**src/design/bicubic_image_scaler_macros.svh**
```systemverilog
// Assertion macros used by the scaler's top module.
`ifndef BICUBIC_IMAGE_SCALER_MACROS_SVH
`define BICUBIC_IMAGE_SCALER_MACROS_SVH

// The consequent holds in the same cycle as the antecedent.
`define BIS_ASSERT_SAME(lbl, ante, cons) \
  lbl: assert property (@(posedge clk) disable iff (rst) (ante) |-> (cons)) \
    else $error("bicubic scaler check failed");

// The consequent holds in the cycle after the antecedent.
`define BIS_ASSERT_NEXT(lbl, ante, cons) \
  lbl: assert property (@(posedge clk) disable iff (rst) (ante) |=> (cons)) \
    else $error("bicubic scaler check failed");

`endif

```
**src/design/bis_pkg.sv**
```systemverilog
package bis_pkg;

  localparam int MAX_WIDTH  = 256;
  localparam int MAX_HEIGHT = 256;
  localparam int FRAC_BITS  = 8;
  localparam int COORD_W    = $clog2(MAX_WIDTH);
  localparam int ADDR_W     = $clog2(MAX_WIDTH) + $clog2(MAX_HEIGHT);
  localparam int SIZE_W     = 9;
  localparam int POS_W      = 36;
  localparam int BASE_W     = POS_W - 16;
  localparam int WEIGHT_W   = 27;
  localparam int LINE_W     = 38;
  localparam int SUM_W      = 66;
  localparam int OUT_SHIFT  = 2 + 6 * FRAC_BITS;

  typedef logic [COORD_W-1:0]          coord_t;
  typedef logic signed [WEIGHT_W-1:0]  weight_t;
  typedef logic signed [LINE_W-1:0]    line_t;
  typedef logic signed [SUM_W-1:0]     sum_t;

  typedef enum logic [1:0] {
    REG_SRC_WIDTH  = 2'd0,
    REG_SRC_HEIGHT = 2'd1,
    REG_INV_SCALE  = 2'd2,
    REG_COLOR_MODE = 2'd3
  } reg_idx_t;

  // Control from the sequencer to the accumulator.
  typedef struct packed {
    logic       line_clear;
    logic       mac;
    logic       vstep;
    logic [2:0] step;
    logic       sum_clear;
  } acc_ctrl_t;

  // Catmull-Rom tap weight, scaled by 2*F^3.
  function automatic weight_t calc_weight(logic [FRAC_BITS-1:0] x,
                                          logic [2*FRAC_BITS-1:0] x2,
                                          logic [3*FRAC_BITS-1:0] x3,
                                          logic [1:0] idx);
    logic signed [27:0] sx;
    logic signed [27:0] sx2;
    logic signed [27:0] sx3;
    logic signed [27:0] w;
    sx  = 28'(x);
    sx2 = 28'(x2);
    sx3 = 28'(x3);
    unique case (idx)
      2'd0:    w = -sx3 + (sx2 <<< (FRAC_BITS + 1)) - (sx <<< (2 * FRAC_BITS));
      2'd1:    w = 3 * sx3 - 5 * (sx2 <<< FRAC_BITS) + (28'sd1 <<< (3 * FRAC_BITS + 1));
      2'd2:    w = -3 * sx3 + 4 * (sx2 <<< FRAC_BITS) + (sx <<< (2 * FRAC_BITS));
      default: w = sx3 - (sx2 <<< FRAC_BITS);
    endcase
    return w[WEIGHT_W-1:0];
  endfunction

  // Neighbour n sits at base+n-1, saturated to 0..size-1.
  function automatic coord_t clamp_coord(logic [BASE_W-1:0] base, logic [1:0] n,
                                         logic [SIZE_W-1:0] size);
    logic [BASE_W:0] p;
    logic [BASE_W:0] lim;
    p   = {1'b0, base} + (BASE_W+1)'(n);
    lim = (BASE_W+1)'(size);
    if (p == '0) begin
      return '0;
    end else if (p > lim) begin
      return COORD_W'(size - 1'b1);
    end
    return COORD_W'(p - 1'b1);
  endfunction

  function automatic logic [7:0] to_pixel(sum_t s);
    if (s[SUM_W-1]) begin
      return 8'd0;
    end else if (s[SUM_W-2:OUT_SHIFT+8] != '0) begin
      return 8'd255;
    end
    return s[OUT_SHIFT+7:OUT_SHIFT];
  endfunction

endpackage

```
**src/design/bis_acc.sv**
```systemverilog
module bis_acc (
  input  logic                clk,
  input  bis_pkg::acc_ctrl_t  ctrl,
  input  bis_pkg::weight_t    wx_sel,
  input  bis_pkg::weight_t    wy_sel,
  input  logic [23:0]         pix,
  output bis_pkg::sum_t       sums [3]
);
  import bis_pkg::*;

  line_t               line [3];
  logic [1:0]          chan;
  line_t               line_sel;
  logic signed [19:0]  part;
  logic signed [46:0]  prod;
  sum_t                term;

  assign chan     = ctrl.step[2:1];
  assign line_sel = (chan == 2'd0) ? line[0] : ((chan == 2'd1) ? line[1] : line[2]);

  // The row weight times a 38-bit line sum is split into two halves on one multiplier.
  assign part = ctrl.step[0] ? 20'($signed(line_sel[LINE_W-1:19]))
                             : $signed({1'b0, line_sel[18:0]});
  assign prod = wy_sel * part;
  assign term = ctrl.step[0] ? (SUM_W'(prod) <<< 19) : SUM_W'(prod);

  always_ff @(posedge clk) begin
    for (int c = 0; c < 3; c++) begin
      if (ctrl.line_clear) begin
        line[c] <= '0;
      end else if (ctrl.mac) begin
        line[c] <= line[c] + LINE_W'(wx_sel * $signed({1'b0, pix[8*c +: 8]}));
      end
      if (ctrl.sum_clear) begin
        sums[c] <= '0;
      end else if (ctrl.vstep && chan == 2'(c)) begin
        sums[c] <= sums[c] + term;
      end
    end
  end

endmodule

```
**config.mk**
```make
export PLATFORM = sky130hd
export DESIGN_NAME = bis_acc
export DESIGN_NICKNAME = d
export VERILOG_FILES = /design/src/design/bicubic_image_scaler_macros.svh /design/src/design/bis_pkg.sv /design/src/design/bis_acc.sv
export SDC_FILE = /design/constraint.sdc
export NUM_CORES = 2
export LEC_CHECK = 0
export ABC_AREA = 1
export ABC_CLOCK_PERIOD_IN_PS = 13800
export BUFFER_PORTS_ARGS = -buffer_cell sky130_fd_sc_hd__buf_2
export CORE_MARGIN = 10
export CORE_UTILIZATION = 55
export CTS_CLUSTER_DIAMETER = 40
export CTS_CLUSTER_SIZE = 14
export DETAILED_ROUTE_END_ITERATION = 10
export HOLD_SLACK_MARGIN = 0.02
export PLACE_DENSITY = 0.72
export SLEW_MARGIN = 20
export SYNTH_ARGS = -nofsm -noshare
export SYNTH_HDL_FRONTEND = slang
export SYNTH_SLANG_ARGS = --single-unit
export TNS_END_PERCENT = 10
```
**constraint.sdc**
```tcl
create_clock -name clk -period 13.8 [get_ports clk]
set_input_delay 1.38 -clock clk [delete_from_list [all_inputs] [get_ports clk]]
set_output_delay 1.38 -clock clk [all_outputs]
set_load 0.005 [all_outputs]
```
## After elaboration in Yosys (flattened, before gate mapping)

Memories as Yosys holds them, arrays and structs flattened.
Index checks and enable logic that the tools add are counted.

- Flip-flop bits (word level): 198
- RAM bits: 114
- Output and inout port bits: 198
- Memories: 1

- $add $sub $neg: 6
- $mul: 4
- Eq/ne operators: 2
- Multiplexer cells: 12
- Bitwise gates (word level): 3
- Reductions and logical operators: 4

Memory list:

| name | depth | bits a word | rd ports | clocked after Yosys merged registers in | wr ports | line | text |
|---|---|---|---|---|---|---|---|
| line | 3 | 38 | 3 | 0 | 3 | bis_acc.sv:11 | `line_t line [3];` |

Operator list:

| cell | count |
|---|---|
| $add A66 B66 Y66 | 3 |
| $mux W38 | 5 |
| $add A38 B36 Y38 | 3 |
| $mul A27 B9 Y36 | 3 |
| $mux W65 | 1 |
| $mul A27 B20 Y47 | 1 |
| $mux W20 | 1 |
| $mux W1 | 5 |
| $logic_and A1 B1 Y1 | 3 |
| $or A1 B1 Y1 | 3 |
| $eq A2 B1 Y1 const B | 1 |
| $eq A2 B2 Y1 const B | 1 |
| $logic_not A2 Y1 | 1 |

## Logic depth before layout (Yosys ltp)

- Depth after elaboration: 7
- Depth in mapped cells: 57
- Depth with buffers taken out: 54

## Worst setup path after synthesis

No wires, ideal clock.

- Path type: input port to flip-flop
- Start: input ctrl[1] (netlist bit)
- End: register sums[129] (netlist bit)
- Setup time: 109 ps
- Arrival time: 9759 ps
- Required time: 13691 ps
- Setup slack: 3933 ps
- Stages on the path: 47
- Buffers on the path: 4
- Cells stage by stage: buf_2 -> inv_1 -> buf_2 -> nor2_1 -> o221ai_1 -> nand2_1 -> inv_2 -> clkbuf_1 -> nor2_1 -> fa_1 -> inv_1 -> fa_1 -> inv_1 -> fa_1 -> inv_1 -> fa_1 -> inv_1 -> fa_1 -> [11 not listed] -> nand2_2 -> nand2_4 -> nand2_4 -> buf_6 -> nand2_1 -> inv_2 -> ha_1 -> nand2_1 -> nor2_1 -> inv_1 -> nor2_1 -> inv_1 -> nor4_1 -> a21oi_1 -> nand3_1 -> nand3_1 -> nand2_1 -> inv_1

- Word-level cells in the longest chain between the ends: 4

RTL lines:

| item | line | text |
|---|---|---|
| from (decl) | bis_acc.sv:3 | `input bis_pkg::acc_ctrl_t ctrl,` |
| $mux W20 | bis_acc.sv:22 | `assign part = ctrl.step[0] ? 20'($signed(line_sel[LINE_W-1:19]))` |
| $mul A27 B20 Y47 | bis_acc.sv:24 | `assign prod = wy_sel * part;` |
| $mux W65 (*) | bis_acc.sv:25 | `assign term = ctrl.step[0] ? (SUM_W'(prod) <<< 19) : SUM_W'(prod);` |
| $add A66 B66 Y66 (*) | bis_acc.sv:37 | `sums[c] <= sums[c] + term;` |
| to (signal, indexed assignment) | bis_acc.sv:37 |  |
| to (decl) | bis_acc.sv:7 | `output bis_pkg::sum_t sums [3]` |

Mark *: on every way between the ends. The rest lies on a longest branch, timed or not.
A chain may end at the register's enable or synchronous reset.

## Worst setup path after layout

- Start: input ctrl[3] (netlist bit)
- End: register sums[43] (netlist bit)

- Word-level cells in the longest chain between the ends: 7

RTL lines:

| item | line | text |
|---|---|---|
| $eq A2 B1 Y1 | bis_acc.sv:19 | `assign line_sel = (chan == 2'd0) ? line[0] : ((chan == 2'd1) ? line[1] : line[2]);` |
| $mux W38 (2 in a row) | bis_acc.sv:19 |  |
| $mux W20 | bis_acc.sv:22 |  |
| $mul A27 B20 Y47 | bis_acc.sv:24 |  |
| $mux W65 | bis_acc.sv:25 |  |
| $add A66 B66 Y66 | bis_acc.sv:37 |  |

Parallel ways exist; a longest one is shown, timed or not.

==> impl_metrics.py <==
metrics = {
    "floorplan": {
        "start_util_pct": 55.3,
        "die_w_um": 389,
        "core_area_sq_um": 135000,
        "dieArea_sq_um": 151000,
        "die_h_um": 389,
        "core.rowCount": 135,
        "pin_count": 284,
    },
    "job": {
        "maxCapViolCount": 0,
    },
    "yosys": {
        "syn-num-nets": 12504,
        "synth_cells": 10698,
        "synth_edf_count": 114,
        "yosysTopAreaCell": "fa_1",
        "async_flop_share_pct": 0,
        "synthSimpleGateAreaFrac_pct": 22.1,
        "synth_area_per_cell_sq_um": 7.00,
        "synth-main-ff-cell": "dfxtp_1",
        "synth-xor-area-share_pct": 1.47,
        "synthAdderAreaFrac_pct": 40.4,
        "synthMuxAreaShare_pct": 0.0134,
        "synth-compound-area-share_pct": 11.1,
        "ys.warnings.count": 0,
        "synth_area_sq_um": 74900,
        "yosysUniqueCellTypes": 60,
        "synth_top_area_share_pct": 31.1,
        "yosys-top-cells-count": "inv_1, nand2_1, nor2_1, fa_1, ha_1",
        "synth_seq_area_share_pct": 9.87,
        "synth_top_family_by_area": "adder cells",
        "synth-seq-cells": 312,
        "synth_area_leaders": "fa_1, inv_1, nand2_1",
        "synthMostInstantiatedCell": "inv_1",
    },
    "clock_network": {
        "cts_setup_buffers": 0,
        "cts.htree.levels": 3,
        "clk_latency_ns": 0.74,
        "clock_path_buffers": 3,
        "cts_sinks": 312,
        "cts_resized": 0,
        "cts_tree": "yes",
        "cts-root-buf": "clkbuf_16",
        "numCtsBuffers": 88,
        "hold_buffers": 0,
        "clk_pin_slew_worst_paths_ns": 0.05,
    },
    "setup_path": {
        "criticalPathCategory": "primary input to flip-flop",
        "rrSetupSlack_ns": 2.20,
        "r2r_cells": 41,
        "r2r_start": "line[0][37]",
        "cp_max_fo": 22,
        "required_ns": 14.44,
        "cp.arrival_ns": 13.13,
        "r2r-end": "sums[43]",
        "cp-end-kind": "flip-flop",
        "crit_top_cell": "inv_1",
        "critPathTopFamily": "adder cells",
        "start_kind": "primary input",
        "crit_path_top_delay_cell": "o21ai_1",
        "cp.depth": 42,
        "worst-path-buf-inv": 10,
        "cpPeakStageDelay_ns": 0.76,
    },
    "layout": {
        "syn_to_final_growth_pct": 8.38,
        "fin_nets": 12661,
        "final_layout_size_suffix_gt1_share_pct": 6.09,
        "final_cell_count_no_fill": 12710,
    },
    "global_route": {
        "grt_max_degree": 74,
        "grt_pass1_wl_um": 447000,
        "overflow": 0,
        "first_global_vias": 74592,
        "track_usage_pct": 38.7,
        "antenna_found_initial": 9,
    },
    "placed_design": {
        "place.gp.congestion": 1.07,
        "io_buffers": 283,
        "dp.cells": 12546,
        "dp_hpwl_um": 243000,
    },
    "drt": {
        "drtPass1Iterations": 9,
        "drt-vias-per-instance": 5.66,
        "wire_per_inst_um": 23.2,
        "drtIter0Drc": 6560,
        "drcViolationCount": 0,
        "antenna_left": 0,
        "dr_total_vias": 71917,
        "routed_wl_um": 295000,
    },
    "hold_path": {
        "min_path_type": "flip-flop to flip-flop",
        "holdPathStages": 4,
        "hold-path-endpoint": "sums[197]",
        "min-delay-start": "sums[197]",
    },
    "sta": {
        "setup-tns-final_ns": 0,
        "fin_crit_sh_pct": 90.5,
        "fmaxAchievable_ghz": 0.0800,
        "fin_crit_ns": 12.49,
        "whs_ns": 0.540,
        "finalHoldViolCount": 0,
        "setup_violations": 0,
        "relSlewSlack_pct": 10.5,
        "drv_slew": 0,
        "rsz0062_at_grt": "no",
        "fin_skew_ns": 0.0814,
        "tightest_slew_ns": 1.33,
    },
    "outcome": {
        "status": "finished, final reports clean",
    },
}
==> per-stage QoR <==
stage,utilization (%),setup slack [ns],cell area (sq um)
finish,60.0,1.31,81100
global placement,57.6,0.786,78000
CTS,60.0,1.54,81100
floorplan,-,3.93,74900
global route,60.0,0.829,81100
detailed placement,57.6,0.850,78000
==> layer usage <==
layer | vias to the layer above | global-route usage, % | part of all wire, %
met5 | - | 0.0638 | 0.0088
met4 | 4 | 27.4 | 8.9
met3 | 1022 | 8.84 | 10
met2 | 3719 | 63.0 | 45
met1 | 34456 | 45.2 | 36
li1 | 32716 | - | -
==> flip-flops by register name (all words and copies together) (netlist names) <==
register  cells
line        114
sums        198
==> layout by cell type, fill, tap and decap left out, types with 16 or more instances in the layout <==
| master | n |
|---|---|
| o21bai_1 | 81 |
| nand3_1 | 322 |
| xor2_1 | 104 |
| edfxtp_1 | 114 |
| o21ai_1 | 43 |
| ha_1 | 559 |
| a21o_1 | 48 |
| o21a_1 | 65 |
| nor2_2 | 22 |
| o21ai_2 | 19 |
| a21oi_1 | 547 |
| xnor2_1 | 22 |
| clkinv_2 | 16 |
| nand4_1 | 68 |
| buf_4 | 86 |
| nand2_1 | 2186 |
| nor3_1 | 45 |
| o211ai_1 | 31 |
| nor4_1 | 27 |
| nor2_1 | 1373 |
| a31oi_1 | 52 |
| inv_2 | 34 |
| o221ai_1 | 51 |
| inv_1 | 2613 |
| buf_2 | 282 |
| fa_1 | 1161 |
| clkbuf_16 | 89 |
| dfxtp_1 | 198 |
| o21ai_0 | 451 |
| clkinv_1 | 27 |
==> area by class of cell <==
class	instances	area (sq um)
clock inverters	55	758
inverters	2668	10000
repair buffers	368	2060
multi-input cells	7417	56300
diodes	1	2.50
clock buffers	108	2380
fillers	12817	54200
well taps	1781	2230
flip-flops and latches	312	7390
==> worst reg2reg max path: cells and delay by family (launching register included) <==
kind,cells,cell delay (ns)
adders and majority gates,9,4.36
and+or+nand+nor,18,3.32
buffers and inverters,8,1.58
AOI/OAI and AO/OA,5,1.53
DFF,1,0.51
xor gates and xnor gates,1,0.28
==> cell families after synthesis <==
group,after synthesis
compound gates,1444
xor+xnor,126
fa+ha+maj,1720
buf+inv,2969
flops,312
mux,1
simple gates,4126
==> worst max path at each step <==
stage	start	endpoint	slack [ns]
global route	ctrl[3]	sums[43]	0.83
detailed placement	ctrl[3]	sums[43]	0.85
CTS	ctrl[3]	sums[43]	1.54
finish	ctrl[3]	sums[43]	1.31
global placement	ctrl[3]	sums[130]	0.79
floorplan	ctrl[1]	sums[129]	3.93
Power is left out: the tool's default activity adds up to more than one toggle a clock period on the data nets, which glitch-free logic cannot reach.
