==> config.mk <==
export PLATFORM = sky130hd
export DESIGN_NAME = bis_setup
export DESIGN_NICKNAME = d
export VERILOG_FILES = /design/src/design/bicubic_image_scaler_macros.svh /design/src/design/bis_pkg.sv /design/src/design/bis_setup.sv
export SDC_FILE = /design/constraint.sdc
export NUM_CORES = 2
export LEC_CHECK = 0
export BUFFER_PORTS_ARGS = -buffer_cell sky130_fd_sc_hd__buf_2
export CORE_MARGIN = 2
export CORE_UTILIZATION = 50
export DETAILED_ROUTE_END_ITERATION = 6
export HOLD_SLACK_MARGIN = 0.02
export PLACE_DENSITY = 0.68
export REMOVE_ABC_BUFFERS = 1
export SLEW_MARGIN = 20
export SYNTH_ARGS = -nofsm -noshare
export SYNTH_HDL_FRONTEND = slang
export SYNTH_SLANG_ARGS = --single-unit
==> constraint.sdc <==
create_clock -name clk -period 16.4 [get_ports clk]
set_clock_uncertainty 0.1 [all_clocks]
set_input_delay 1.64 -clock clk [delete_from_list [all_inputs] [get_ports clk]]
set_output_delay 1.64 -clock clk [all_outputs]
set_load 0.05 [all_outputs]
==> src/design/bicubic_image_scaler_macros.svh <==
// Assertion macros used by the scaler's top module.
`ifndef BICUBIC_IMAGE_SCALER_MACROS_SVH
`define BICUBIC_IMAGE_SCALER_MACROS_SVH

// The consequent holds in the same cycle as the antecedent.
`define BIS_ASSERT_SAME(lbl, ante, cons) \
  lbl: assert property (@(posedge clk) disable iff (rst) (ante) |-> (cons)) \
    else $error("bicubic scaler check failed");

// The consequent holds in the cycle after the antecedent.
`define BIS_ASSERT_NEXT(lbl, ante, cons) \
  lbl: assert property (@(posedge clk) disable iff (rst) (ante) |=> (cons)) \
    else $error("bicubic scaler check failed");

`endif

==> src/design/bis_pkg.sv <==
package bis_pkg;

  localparam int MAX_WIDTH  = 256;
  localparam int MAX_HEIGHT = 256;
  localparam int FRAC_BITS  = 8;
  localparam int COORD_W    = $clog2(MAX_WIDTH);
  localparam int ADDR_W     = $clog2(MAX_WIDTH) + $clog2(MAX_HEIGHT);
  localparam int SIZE_W     = 9;
  localparam int POS_W      = 36;
  localparam int BASE_W     = POS_W - 16;
  localparam int WEIGHT_W   = 27;
  localparam int LINE_W     = 38;
  localparam int SUM_W      = 66;
  localparam int OUT_SHIFT  = 2 + 6 * FRAC_BITS;

  typedef logic [COORD_W-1:0]          coord_t;
  typedef logic signed [WEIGHT_W-1:0]  weight_t;
  typedef logic signed [LINE_W-1:0]    line_t;
  typedef logic signed [SUM_W-1:0]     sum_t;

  typedef enum logic [1:0] {
    REG_SRC_WIDTH  = 2'd0,
    REG_SRC_HEIGHT = 2'd1,
    REG_INV_SCALE  = 2'd2,
    REG_COLOR_MODE = 2'd3
  } reg_idx_t;

  // Control from the sequencer to the accumulator.
  typedef struct packed {
    logic       line_clear;
    logic       mac;
    logic       vstep;
    logic [2:0] step;
    logic       sum_clear;
  } acc_ctrl_t;

  // Catmull-Rom tap weight, scaled by 2*F^3.
  function automatic weight_t calc_weight(logic [FRAC_BITS-1:0] x,
                                          logic [2*FRAC_BITS-1:0] x2,
                                          logic [3*FRAC_BITS-1:0] x3,
                                          logic [1:0] idx);
    logic signed [27:0] sx;
    logic signed [27:0] sx2;
    logic signed [27:0] sx3;
    logic signed [27:0] w;
    sx  = 28'(x);
    sx2 = 28'(x2);
    sx3 = 28'(x3);
    unique case (idx)
      2'd0:    w = -sx3 + (sx2 <<< (FRAC_BITS + 1)) - (sx <<< (2 * FRAC_BITS));
      2'd1:    w = 3 * sx3 - 5 * (sx2 <<< FRAC_BITS) + (28'sd1 <<< (3 * FRAC_BITS + 1));
      2'd2:    w = -3 * sx3 + 4 * (sx2 <<< FRAC_BITS) + (sx <<< (2 * FRAC_BITS));
      default: w = sx3 - (sx2 <<< FRAC_BITS);
    endcase
    return w[WEIGHT_W-1:0];
  endfunction

  // Neighbour n sits at base+n-1, saturated to 0..size-1.
  function automatic coord_t clamp_coord(logic [BASE_W-1:0] base, logic [1:0] n,
                                         logic [SIZE_W-1:0] size);
    logic [BASE_W:0] p;
    logic [BASE_W:0] lim;
    p   = {1'b0, base} + (BASE_W+1)'(n);
    lim = (BASE_W+1)'(size);
    if (p == '0) begin
      return '0;
    end else if (p > lim) begin
      return COORD_W'(size - 1'b1);
    end
    return COORD_W'(p - 1'b1);
  endfunction

  function automatic logic [7:0] to_pixel(sum_t s);
    if (s[SUM_W-1]) begin
      return 8'd0;
    end else if (s[SUM_W-2:OUT_SHIFT+8] != '0) begin
      return 8'd255;
    end
    return s[OUT_SHIFT+7:OUT_SHIFT];
  endfunction

endpackage

==> src/design/bis_setup.sv <==
module bis_setup (
  input  logic                        clk,
  input  logic                        rst,
  input  logic                        go,
  input  logic [11:0]                 query_col,
  input  logic [11:0]                 query_row,
  input  logic [23:0]                 inv_scale,
  input  logic [bis_pkg::SIZE_W-1:0]  width_eff,
  input  logic [bis_pkg::SIZE_W-1:0]  height_eff,
  output logic                        ready,
  output bis_pkg::weight_t            wx [4],
  output bis_pkg::weight_t            wy [4],
  output bis_pkg::coord_t             cols [4],
  output bis_pkg::coord_t             rows [4]
);
  import bis_pkg::*;

  typedef enum logic [2:0] {S_IDLE, S_MX, S_MY, S_SQ, S_CU, S_WT} state_t;

  state_t                   state;
  logic [11:0]              qc;
  logic [11:0]              qr;
  logic [POS_W-1:0]         px;
  logic [POS_W-1:0]         py;
  logic [2*FRAC_BITS-1:0]   x2x;
  logic [2*FRAC_BITS-1:0]   x2y;
  logic [3*FRAC_BITS-1:0]   x3x;
  logic [3*FRAC_BITS-1:0]   x3y;
  logic [FRAC_BITS-1:0]     fx;
  logic [FRAC_BITS-1:0]     fy;
  logic [11:0]              mul_a;
  logic [POS_W-1:0]         mul_p;

  assign fx = px[15 -: FRAC_BITS];
  assign fy = py[15 -: FRAC_BITS];

  // One position multiplier serves both axes in turn.
  assign mul_a = (state == S_MX) ? qc : qr;
  assign mul_p = POS_W'(mul_a) * POS_W'(inv_scale);

  always_ff @(posedge clk) begin
    if (rst) begin
      state <= S_IDLE;
      ready <= 1'b0;
    end else begin
      ready <= 1'b0;
      unique case (state)
        S_IDLE: begin
          if (go) begin
            qc    <= query_col;
            qr    <= query_row;
            state <= S_MX;
          end
        end
        S_MX: begin
          px    <= mul_p;
          state <= S_MY;
        end
        S_MY: begin
          py    <= mul_p;
          state <= S_SQ;
        end
        S_SQ: begin
          x2x   <= fx * fx;
          x2y   <= fy * fy;
          state <= S_CU;
        end
        S_CU: begin
          x3x   <= (3*FRAC_BITS)'(x2x) * (3*FRAC_BITS)'(fx);
          x3y   <= (3*FRAC_BITS)'(x2y) * (3*FRAC_BITS)'(fy);
          state <= S_WT;
        end
        S_WT: begin
          for (int i = 0; i < 4; i++) begin
            wx[i]   <= calc_weight(fx, x2x, x3x, 2'(i));
            wy[i]   <= calc_weight(fy, x2y, x3y, 2'(i));
            cols[i] <= clamp_coord(px[POS_W-1:16], 2'(i), width_eff);
            rows[i] <= clamp_coord(py[POS_W-1:16], 2'(i), height_eff);
          end
          ready <= 1'b1;
          state <= S_IDLE;
        end
        default: state <= S_IDLE;
      endcase
    end
  end

endmodule

Word-level counts from Yosys, hierarchy flattened
Index checks and enable logic that the tools add are counted.
Cells by class
  add/sub/neg operators: 32
  multiply operators: 11
  div/mod/pow operators: 0
  $lt $le $gt $ge: 8
  equal/unequal tests: 6
  shift operators: 0
  muxes and demuxes: 60
  bitwise operators: 1
  reductions and logical operators: 15
Operators by type and width (count)
  8-bit two-way mux: 24
  21-bit logical NOT: 8
  21-bit by 9-bit > comparator with 1-bit output: 6
  20-bit by 2-bit adder with 21-bit output, second input constant: 4
  8-bit by 1-bit subtractor with 8-bit output, second input constant: 10
  27-bit by 25-bit adder with 27-bit output: 2
  27-bit by 26-bit adder with 27-bit output: 2
  27-bit adder: 2
  27-bit adder, second input constant: 2
  3-bit by 25-bit multiplier with 27-bit output, first input constant: 2
  24-bit negator with 27-bit output: 2
  26-bit by 27-bit subtractor with 27-bit output: 2
  27-bit by 25-bit subtractor with 27-bit output: 2
  2-bit by 24-bit multiplier with 26-bit output, first input constant: 2
  24-bit by 24-bit subtractor with 25-bit output: 2
  16-bit by 8-bit multiplier with 24-bit output: 2
  20-bit by 1-bit adder with 21-bit output, second input constant: 2
  20-bit by 9-bit > comparator with 1-bit output: 2
  3-bit by 16-bit multiplier with 19-bit output, first input constant: 2
  12-bit by 24-bit multiplier with 36-bit output: 1
  1-bit two-way mux: 33
  8-bit by 8-bit multiplier with 16-bit output: 2
  3-bit case mux with 5 select lines: 1
  12-bit two-way mux: 1
  9 further kinds: 15
Word-level totals
  flip-flop bits (word level): 460
  bits in latches: 0
  bits in writable memories: 0
  ROM bits: 0
  output and inout bits: 281
  memories: 0

Logic depth before layout (Yosys ltp)
  depth after elaboration: 7
  gate-level depth with buffers: 26
  mapped depth without buffers: 24

Worst setup path after synthesis
No wires, ideal clock.
  kind: input to register
  from: input rst
  to: register cols[0] (netlist name), enable pin
  arrival: 12.846 ns
  setup slack: 2.557 ns
  stages: 2
  buffers on the path: 0
  path through: nand2b_1 > nor2_1
Between the ends
  cells in the longest elaborated chain, start to end: 2
Ends and longest elaborated chain
  start, declared: line bis_setup.sv:3  | input logic rst,
  1-bit inverter (no source line)
  2-bit AND reduction (no source line)
  end signal, assigned by index: line bis_setup.sv:77  | cols[i] <= clamp_coord(px[POS_W-1:16], 2'(i), width_eff);
  end, declared: line bis_setup.sv:13  | output bis_pkg::coord_t cols [4],
No other way between the ends.
A chain may end at the register's enable or synchronous reset.

Worst setup path in the final report
  from: register state[0]
  to: register px[29], data pin
Between the ends
  cells in the longest elaborated chain, start to end: 3
Ends and longest elaborated chain
  start, declared: line bis_setup.sv:20  | state_t state;
  start signal, assigned: line bis_setup.sv:43  | state <= S_IDLE;
  start signal, assigned: line bis_setup.sv:52  | state <= S_MX;
  start signal, assigned: line bis_setup.sv:57  | state <= S_MY;
  3-bit by 1-bit == test with 1-bit output: line bis_setup.sv:38  | assign mul_a = (state == S_MX) ? qc : qr;
  12-bit two-way mux: line bis_setup.sv:38
  12-bit by 24-bit multiplier with 36-bit output: line bis_setup.sv:39  | assign mul_p = POS_W'(mul_a) * POS_W'(inv_scale);
  net mul_p[29]: line bis_setup.sv:32  | logic [POS_W-1:0] mul_p;
  end signal, assigned: line bis_setup.sv:56  | px <= mul_p;
  end, declared: line bis_setup.sv:23  | logic [POS_W-1:0] px;
The timed path passes the listed nets, and every way through them passes these cells.

==> impl_metrics.csv <==
group,metric,value,unit
outcome,status,"complete, no violations",
worst_setup_path,critPathLaunchType,"flip-flop",
worst_setup_path,crit_chain,"nor3b_4 > mux2_2 > nand2_1 > fa_1 > inv_1 > fa_1 > inv_1 > fa_1 > fa_1 > fa_1 > inv_1 > ha_1 > a21o_1 > a21oi_1 > o21ai_0 > o21a_2 > or3_4 > a31oi_4 > o21ai_2 > a21o_1 > xor2_1",
timing,report.final.slew_viol_count,0,
placed_design,place_area,0.0538,sq mm
die,fp.coreArea,0.100,sq mm
timing,min_period_over_period,44.8,%
worst_setup_path,critPathMaxFanout,24,
global_route,grt_usage,24.0,%
placed_design,dpl_worst_slack,9.02,ns
drt,first_pass_iters,5,
synth,postSynthCellCount,5180,
clocking,cts_tree,"done",
layout,layout-drive-gt1-share,9.32,%
synth,ys_types,86,
synth,yosysTopAreaCellShare,25.1,%
global_route,grt_overflow,0,
clocking,clk_latency,0.65,ns
layout,area_growth,9.32,%
die,start_util,50.6,%
worst_setup_path,required,16.68,ns
synth,yosysSeqAreaShare,25.2,%
synth,async_reset_ff_share,0,%
clocking,root_buffer,"clkbuf_16",
timing,rsz0062_at_grt,"false",
clocking,cts_post_setup_buffers_inserted,0,
timing,finalHoldViolCount,0,
clocking,clkTransAtPathRegs,0.06,ns
synth,synth.avg_cell_area,9.81,sq um
drt,vias,37086,
worst_setup_path,cp_slowest_stage_delay,0.68,ns
layout,finalNetCount,6764,
timing,tns,0,ns
worst_hold_path,worstHoldPathType,"reg -> reg",
drt,ant_nets,0,
synth,synth_edf_count,424,
synth,synth_area,0.0508,sq mm
placed_design,portBuffers,349,
timing,timing.fmax,136,MHz
timing,relSlewSlack,23.6,%
synth,synth_largest_area_cell,"edfxtp_1",
synth,ys_ff_latch,428,
global_route,grt_start_max_net_pins,77,
timing,worst_pin_slew,1.14,ns
worst_setup_path,cp_data_arrival_time,7.63,ns
die,die_height,323,um
clocking,clock_path_buffers,3,
worst_setup_path,crit_top_cell,"fa_1",
timing,setup_violations,0,
layout,multiInputGateArea,0.0342,sq mm
timing,layout_setup_ws,9.05,ns
worst_setup_path,critPathKind,"reg -> reg",
die,die_w,323,um
drt,drtIter0Drc,2632,
synth,synth.area.top_cells,"edfxtp_1 25%, fa_1 21%, ha_1 18%, inv_1 6.2%, xnor2_1 4.7%",
die,io_pins,350,
layout,fill_cells,8948,
drt,wl_per_cell,18.0,um
clocking,cts.sinks,428,
drt,routed_wl,123000,um
die,rows,116,
clocking,ctsHoldBuffers,0,
drt,drc,0,
global_route,grt_pass1_vias,37048,
synth,yosysWarnings,0,
placed_design,gp_congestion,0.913,
synth,ys.flop_type,"edfxtp_1",
run,drv_cap,0,
layout,final_core_util,55.3,%
worst_setup_path,endpoint_kind,"flip-flop",
layout,ff_latch_area,0.0128,sq mm
clocking,cts-htree-levels,2,
clocking,numCtsBuffers,51,
worst_setup_path,cp_slowest_cell,"mux2_2",
global_route,grt_first_pass_wirelength,199000,um
drt,vias_per_cell,5.40,
placed_design,dpl.hpwl,97500,um
timing,period_minus_slack,7.35,ns
layout,design_area,0.0555,sq mm
global_route,antenna_found_initial,8,
clocking,post_cts_resized,0,
die,dieArea,0.104,sq mm
metrics by stage:
stage | hold WS [ns] | std cells
after floorplan | 0.326 | 5039
after global placement | 0.438 | 6764
after detailed placement | 0.430 | 6764
after CTS | 0.455 | 6858
after global routing | 0.469 | 6859
final | 0.442 | 6864
sequential cells by signal (all words and copies together), names as in the netlist:
name and cells:
state 3, x3x 24, wx 101, ready 1, x3y 24, qr 12, qc 12, px 28
rows 32, cols 32, x2y 15, wy 101, py 28, x2x 15
path summary, 6_finish.rpt:
| kind | from | to | slack, ns | cells after the start |
|---|---|---|---|---|
| max | state[0] | px[29] | 9.05 | 21 |
| max reg2reg | state[0] | px[29] | 9.05 | 21 |
| min reg2reg | x3y[0] | wy[81] | 0.44 | 0 |
| min | x3y[0] | wy[81] | 0.44 | 0 |
cells in the final DEF, fill, tap and decap left out, drive strengths merged, types with 125 or more instances in the layout:
master  netlist  final
edfxtp      424    424
o21ai       125    125
a21oi       196    196
ha          713    713
inv         846    849
buf          33    369
fa          521    521
xnor2       275    275
nor2        353    353
nand2       519    519
metal layers:
| metal | wire length [um] | vias up | share of wire, % | track usage, % |
|---|---|---|---|---|
| li1 | - | 17804 | - | - |
| met1 | 55500 | 18024 | 45 | 33.9 |
| met4 | 2650 | 8 | 2.1 | 5.51 |
| met3 | 8190 | 168 | 6.6 | 3.67 |
| met5 | 43 | - | 0.035 | 0 |
| met2 | 57000 | 1082 | 46 | 39.0 |
cells in the mapped netlist, types with 22 or more instances:
library cell  count
o21a_1           46
edfxtp_1        424
inv_1           845
a21oi_1         194
fa_1            521
and2_1           99
nand2b_1         30
a21o_1           95
clkbuf_1        110
nor2b_1          31
xor2_1          117
o21bai_1         41
and3_1           49
o22ai_1          49
xnor2_1         275
ha_1            713
nand3_1          94
a31oi_1          22
nand2_1         518
nor2_1          353
nor3_1           78
nand4_1          32
a211oi_1         28
o21ai_0         120
cell type report:
class,instances,share of cell area (%)
timing repair buffer,369,3.45
clock buffer,62,2.41
inverter,859,5.81
sequential,428,23.1
tap,1357,3.06
clock inverter,32,0.604
antenna,5,0.0225
multi-input combinational,3752,61.6
critical path: cells and delay by family (launching register included):
family,cells,cell delay [ns]
compound gates,7,1.44
xor+xnor,1,0.15
fa+ha+maj,6,2.85
buf+inv,3,0.14
flops,1,0.46
mux,1,0.68
simple gates,3,1.26
logic make-up (layout without fill, tap and decap cells):
kind of cell	Yosys count	after routing	share of synthesized area (%)
xor gates and xnor gates	393	393	6.80
DFF	428	428	25.2
and+or+nand+nor	1356	1356	12.1
buffers and inverters	1002	1322	7.54
other	2	9	0.0148
AOI/OAI and AO/OA	745	745	9.73
muxes	20	20	0.443
adders and majority gates	1234	1234	38.1
Power is left out: the tool's default activity adds up to more than one toggle a clock period on the data nets, which glitch-free logic cannot reach.
